[src/pplj_pkg.sv]
// shared types, constants and register codes of the periodic pair energy unit
package pplj_pkg;

    localparam int POS_W  = 24;
    localparam int RAD_W  = 20;
    localparam int K_W    = 16;
    localparam int D2_W   = 50;
    localparam int Q_W    = 22;
    localparam int E_W    = 48;
    localparam int S_W    = 28;

    localparam int QUEUE_DEPTH = 4;
    localparam int QPTR_W      = $clog2(QUEUE_DEPTH);
    localparam int QCNT_W      = $clog2(QUEUE_DEPTH + 1);

    // register indexes of the configuration port
    localparam logic REG_BOX_LENGTH    = 1'b0;
    localparam logic REG_NONADDITIVITY = 1'b1;

    localparam logic [POS_W-1:0] BOX_LENGTH_RESET    = 24'd1048576;
    localparam logic [K_W-1:0]   NONADDITIVITY_RESET = 16'd13107;

    // sigma window on the radius sum, q.16
    localparam logic signed [S_W-1:0] WIN_LOW  = 28'sd193331;
    localparam logic signed [S_W-1:0] WIN_HIGH = 28'sd195953;

    // sigma^2 << 16 for sigma 1.0 and 1.414
    localparam logic [48:0] NUM_ONE  = 49'd281474976710656;
    localparam logic [48:0] NUM_WIDE = 49'd562781108568064;

    localparam logic [Q_W-1:0] U_LIMIT    = 22'd2621440;
    localparam logic [15:0]    FOUR_EPS   = 16'd62527;
    localparam logic [E_W-1:0] ENERGY_MAX = 48'h7FFF_FFFF_FFFF;

    typedef struct packed {
        logic [POS_W-1:0] first_x;
        logic [POS_W-1:0] first_y;
        logic [POS_W-1:0] first_z;
        logic [RAD_W-1:0] first_radius;
        logic [POS_W-1:0] second_x;
        logic [POS_W-1:0] second_y;
        logic [POS_W-1:0] second_z;
        logic [RAD_W-1:0] second_radius;
    } in_item_t;

    typedef struct packed {
        logic [E_W-1:0] energy;
        logic           beyond_cutoff;
        logic           saturated;
    } out_item_t;

    // one classified pair waiting for the energy evaluation
    typedef struct packed {
        logic [D2_W-1:0] d2;
        logic            wide_sigma;
        logic            beyond;
    } pair_entry_t;

endpackage

[src/pplj_queue.sv]
// short fifo between the front end and the energy back end
module pplj_queue (
    input  logic                  clk,
    input  logic                  rst_n,
    input  logic                  push_valid,
    output logic                  push_ready,
    input  pplj_pkg::pair_entry_t push_data,
    output logic                  pop_valid,
    input  logic                  pop_ready,
    output pplj_pkg::pair_entry_t pop_data
);
    import pplj_pkg::*;

    pair_entry_t         slot_reg [QUEUE_DEPTH];
    logic [QPTR_W-1:0]   wr_ptr_reg, rd_ptr_reg;
    logic [QCNT_W-1:0]   count_reg;
    logic                push, pop;

    assign push_ready = (count_reg != QCNT_W'(QUEUE_DEPTH));
    assign pop_valid  = (count_reg != '0);
    assign push       = push_valid && push_ready;
    assign pop        = pop_valid && pop_ready;
    assign pop_data   = slot_reg[rd_ptr_reg];

    always_ff @(posedge clk or negedge rst_n)
    begin
        if (!rst_n)
        begin
            wr_ptr_reg <= '0;
            rd_ptr_reg <= '0;
            count_reg  <= '0;
        end
        else
        begin
            if (push)
            begin
                wr_ptr_reg <= wr_ptr_reg + 1'b1;
            end
            if (pop)
            begin
                rd_ptr_reg <= rd_ptr_reg + 1'b1;
            end
            if (push && !pop)
            begin
                count_reg <= count_reg + 1'b1;
            end
            else if (pop && !push)
            begin
                count_reg <= count_reg - 1'b1;
            end
        end
    end

    always_ff @(posedge clk)
    begin
        if (push)
        begin
            slot_reg[wr_ptr_reg] <= push_data;
        end
    end

endmodule

[config.mk]
export PLATFORM = sky130hd
export DESIGN_NAME = pplj_queue
export DESIGN_NICKNAME = d
export VERILOG_FILES = /design/src/pplj_pkg.sv /design/src/pplj_queue.sv
export SDC_FILE = /design/constraint.sdc
export NUM_CORES = 1
export LEC_CHECK = 0
export ABC_CLOCK_PERIOD_IN_PS = 2500
export BUFFER_PORTS_ARGS = -buffer_cell sky130_fd_sc_hd__clkbuf_2
export CAP_MARGIN = 15
export CORE_UTILIZATION = 51
export CTS_CLUSTER_SIZE = 8
export DETAILED_ROUTE_END_ITERATION = 6
export PLACE_DENSITY = 0.84
export SYNTH_ARGS = -nofsm -noshare
export SYNTH_HDL_FRONTEND = slang
export SYNTH_SLANG_ARGS = --single-unit
[constraint.sdc]
create_clock -name clk -period 2.5 [get_ports clk]
set_input_delay 0.5 -clock clk [delete_from_list [all_inputs] [get_ports clk]]
set_output_delay 0.5 -clock clk [all_outputs]
set_load 0.03 [all_outputs]
==> impl_results.rst <==
.. list-table::
   :header-rows: 1

   * - Metric
     - Value
   * - Result of the run
     - complete, no violations
   * - Number of vias per cell
     - 5.460
   * - Proportion of synthesized chip area in sequential cells
     - 0.8046
   * - Critical-path cell list
     - buf_12 > clkbuf_16 > mux4_2 > buf_2
   * - Count of state elements after synthesis
     - 215
   * - Maximum clock insertion buffer count
     - 3
   * - Net count after synthesis
     - 369
   * - Net count, final
     - 520
   * - Congestion Overflow GR
     - 0
   * - Post-synthesis instance area
     - 7980 µm²
   * - Ratio of final minimum period to clock period
     - 0.9933
   * - Fraction of final layout cells with drive strength greater than 1
     - 0.4733
   * - Cell depth of the worst flop-to-flop path
     - 8
   * - Flip-flop count of the largest register after layout
     - 208
   * - DRC viols
     - 0
   * - Final RePlAce weighted congestion
     - 0.6897
   * - Root Buffer
     - clkbuf_16
   * - WP depth
     - 4
   * - RSZ-0062 raised after global routing
     - true
   * - Crit Path Max Fanout
     - 9
   * - Average cell area after synthesis
     - 25.99 µm²
   * - Die Span Y
     - 127.1 µm
   * - Kind of critical path
     - reg -> out
   * - Number of top-level design ports
     - 110
   * - Power density relative to cell area
     - 1337 nW/µm²
   * - Top cells by area in the synthesized netlist
     - edfxtp_1 78%, mux4_2 14%, dfrtp_1 2.2%
   * - Fmax
     - 0.4027 GHz
   * - Area growth from synthesis to layout
     - 23.64%
   * - TritonCTS clock tree
     - built
   * - WP data required
     - 2000 ps
   * - # Max-Cap Violations
     - 0
   * - Initial antenna violation count
     - 1
   * - Endpoint class of the critical path
     - primary output
   * - Clock H-tree levels
     - 1
   * - Post-synthesis async set-or-reset flop share
     - 0.03256
   * - Relative max-transition margin
     - 0.6745
   * - Wire length of the first global-routing pass
     - 21310 µm
   * - List of most frequent post-synthesis cells
     - 208 x edfxtp_1, 48 x mux4_2, 7 x dfrtp_1
   * - Hold Fails Final Rpt
     - 0
   * - Total buffers and inverters traversed by the critical path
     - 3
   * - Largest area contributor in the netlist
     - edfxtp_1
   * - DIE WIDTH
     - 127.1 µm
   * - Actual slew at the worst max-slew pin
     - 488.3 ps
   * - Worst supply voltage drop on vdd
     - 926.9 µV
   * - Number of placement rows
     - 45
   * - Number of endpoints failing setup at the final stage
     - 0
   * - Worst Setup Start Kind
     - flip-flop
   * - Library cell with the highest instance count after synthesis
     - edfxtp_1
   * - Number of instances in the synthesized netlist
     - 307
   * - Class of the tightest hold or removal check
     - in -> reg
   * - Quantity of I/O buffers inserted on ports
     - 109
   * - Number of global-route vias before repair
     - 3963
   * - Final WS setup
     - 16.84 ps
   * - DP HPWL
     - 8546 µm
   * - CP max stage cell
     - mux4_2
   * - Area share of the largest cell type after synthesis
     - 0.7827
   * - Final wirelength
     - 14350 µm
   * - CTS sink cnt
     - 215
   * - Total routing usage reported by global routing
     - 0.1780
   * - Pin count of the biggest net entering global routing
     - 32
   * - Area of the core region
     - 15260 µm²
   * - Overall via count from detail_route
     - 3718
   * - Leak
     - 3.463 nW
   * - Dominant delay contributor by cell family on the critical path
     - buffers and inverters
   * - TritonRoute pass-1 iters
     - 4
   * - Pre-CTS setup slack
     - 336.1 ps
   * - Final Max Tran Viols
     - 0
   * - Largest stage delay, worst path
     - 510 ps
   * - Routed length per placed instance
     - 21.07 µm
   * - Warnings, synthesis
     - 0
   * - Detail Route Antenna Nets
     - 0
   * - Prevailing post-synth register cell
     - edfxtp_1
   * - Arrival time worst endpoint
     - 1980 ps
   * - Die outline area
     - 16150 µm²
   * - Number of enable-type register cells in the synthesized netlist
     - 208
   * - Violation count after the first detailed-routing iteration
     - 150
   * - Distinct cell type count of the synthesized netlist
     - 19
   * - Number of buffers created by CTS
     - 30
   * - Worst skew pair latency
     - 520 ps
   * - Min-Delay Path Depth
     - 1
   * - Smallest hold slack
     - 198.6 ps
   * - Worst-path clk slew
     - 50 ps
   * - Initial cell density of the core
     - 0.5230
   * - Clk_skew
     - 11.98 ps
   * - Post-route minimum period
     - 2483 ps
[layout by cell type, fill, tap and decap left out]
master         synthesis  layout
clkbuf_1               0      12
nor2_1                 2       2
mux2_2                 2       2
dfrtp_1                7       5
dfrtp_4                0       1
clkbuf_2               0      91
xor2_1                 2       2
ha_1                   5       5
dlygate4sd3_1          0       1
edfxtp_1             208     208
mux4_2                48      52
clkbuf_8               0       2
inv_1                  3       3
and2_2                 0       4
clkbuf_16              0      34
fa_1                   1       1
clkbuf_4               0       2
xnor2_1                4       4
buf_12                 5       9
nand2_1                2       2
buf_4                  0       9
or3_1                  1       1
nand3_1                1       1
diode_2                0       1
buf_8                  0       2
buf_2                  6       8
a21boi_2               1       1
dfrtp_2                0       1
buf_6                  1       4
[power breakdown]
part	switching [W]	internal (W)	total, W
combinational	0.00275	0.00194	0.00469
sequential	0.000212	0.00479	0.00500
clock	0.00129	0.00221	0.00350
[cells by family after synthesis]
kind of cell,share of synthesized area
compound gates,0.001411
xor+xnor,0.006585
fa+ha+maj,0.01035
buf+inv,0.01913
flops,0.8046
mux,0.1515
simple gates,0.006428
[metal layers]
metal / GRT usage / vias to the layer above / share of wire
met1: 0.2171 / 1931 / 0.38
met4: 0.05322 / 0 / 0.020
li1: - / 1609 / -
met3: 0.04816 / 26 / 0.073
met2: 0.3125 / 152 / 0.53
met5: 0 / - / 0
[metrics by stage]
| stage | utilization | power, W | setup TNS [ps] | cell area [µm²] | instances |
|---|---|---|---|---|---|
| finish | 0.6467 | 0.01319 | 0 | 9867 | 681 |
| global route | 0.6465 | 0.01372 | -490.6 | 9864 | 680 |
| CTS | 0.6391 | 0.01304 | -24.92 | 9752 | 675 |
| detailed placement | 0.5804 | 0.009384 | 0 | 8856 | 628 |
| global placement | 0.5804 | 0.009255 | 0 | 8856 | 628 |
| floorplan | - | 0.008227 | 0 | 7980 | 307 |
[repair_timing]
item                       CTS  global route
buffers inserted             3             2
resized for setup           11            28
cloned                       0             3
hold endpoints to repair     7             0
setup endpoints to repair   42            27
hold buffers                 1             0
[worst reg2reg max path, cell delays in order (launching register included)]
cell and delay, ps:
dfrtp_1 430, or3_1 440, nand2_1 140, ha_1 190, inv_1 60, fa_1 370, xor2_1 180, nor2_1 110
xor2_1 180
[worst paths after layout]
kind	endpoint	startpoint	slack [ps]
setup / recovery	pop_data[7]	rd_ptr_reg[0]	20
hold / removal	slot_reg[0][35]	push_data[35]	200
setup reg to reg	count_reg[2]	count_reg[1]	310
hold reg to reg	count_reg[0]	count_reg[0]	570
max in group asynchronous	rd_ptr_reg[0]	rst_n	1960
min in group asynchronous	wr_ptr_reg[0]	rst_n	350
[area by class of cell]
class                      instances  area [µm²]
inverter                           3       11.26
antenna                            1       2.502
clock buffer                      43       820.8
tap                              211       264.0
sequential                       215        6426
multi-input combinational         77        1396
timing repair buffer             131       945.9
fill                             983        5391
(Power assumes the default switching activity.)
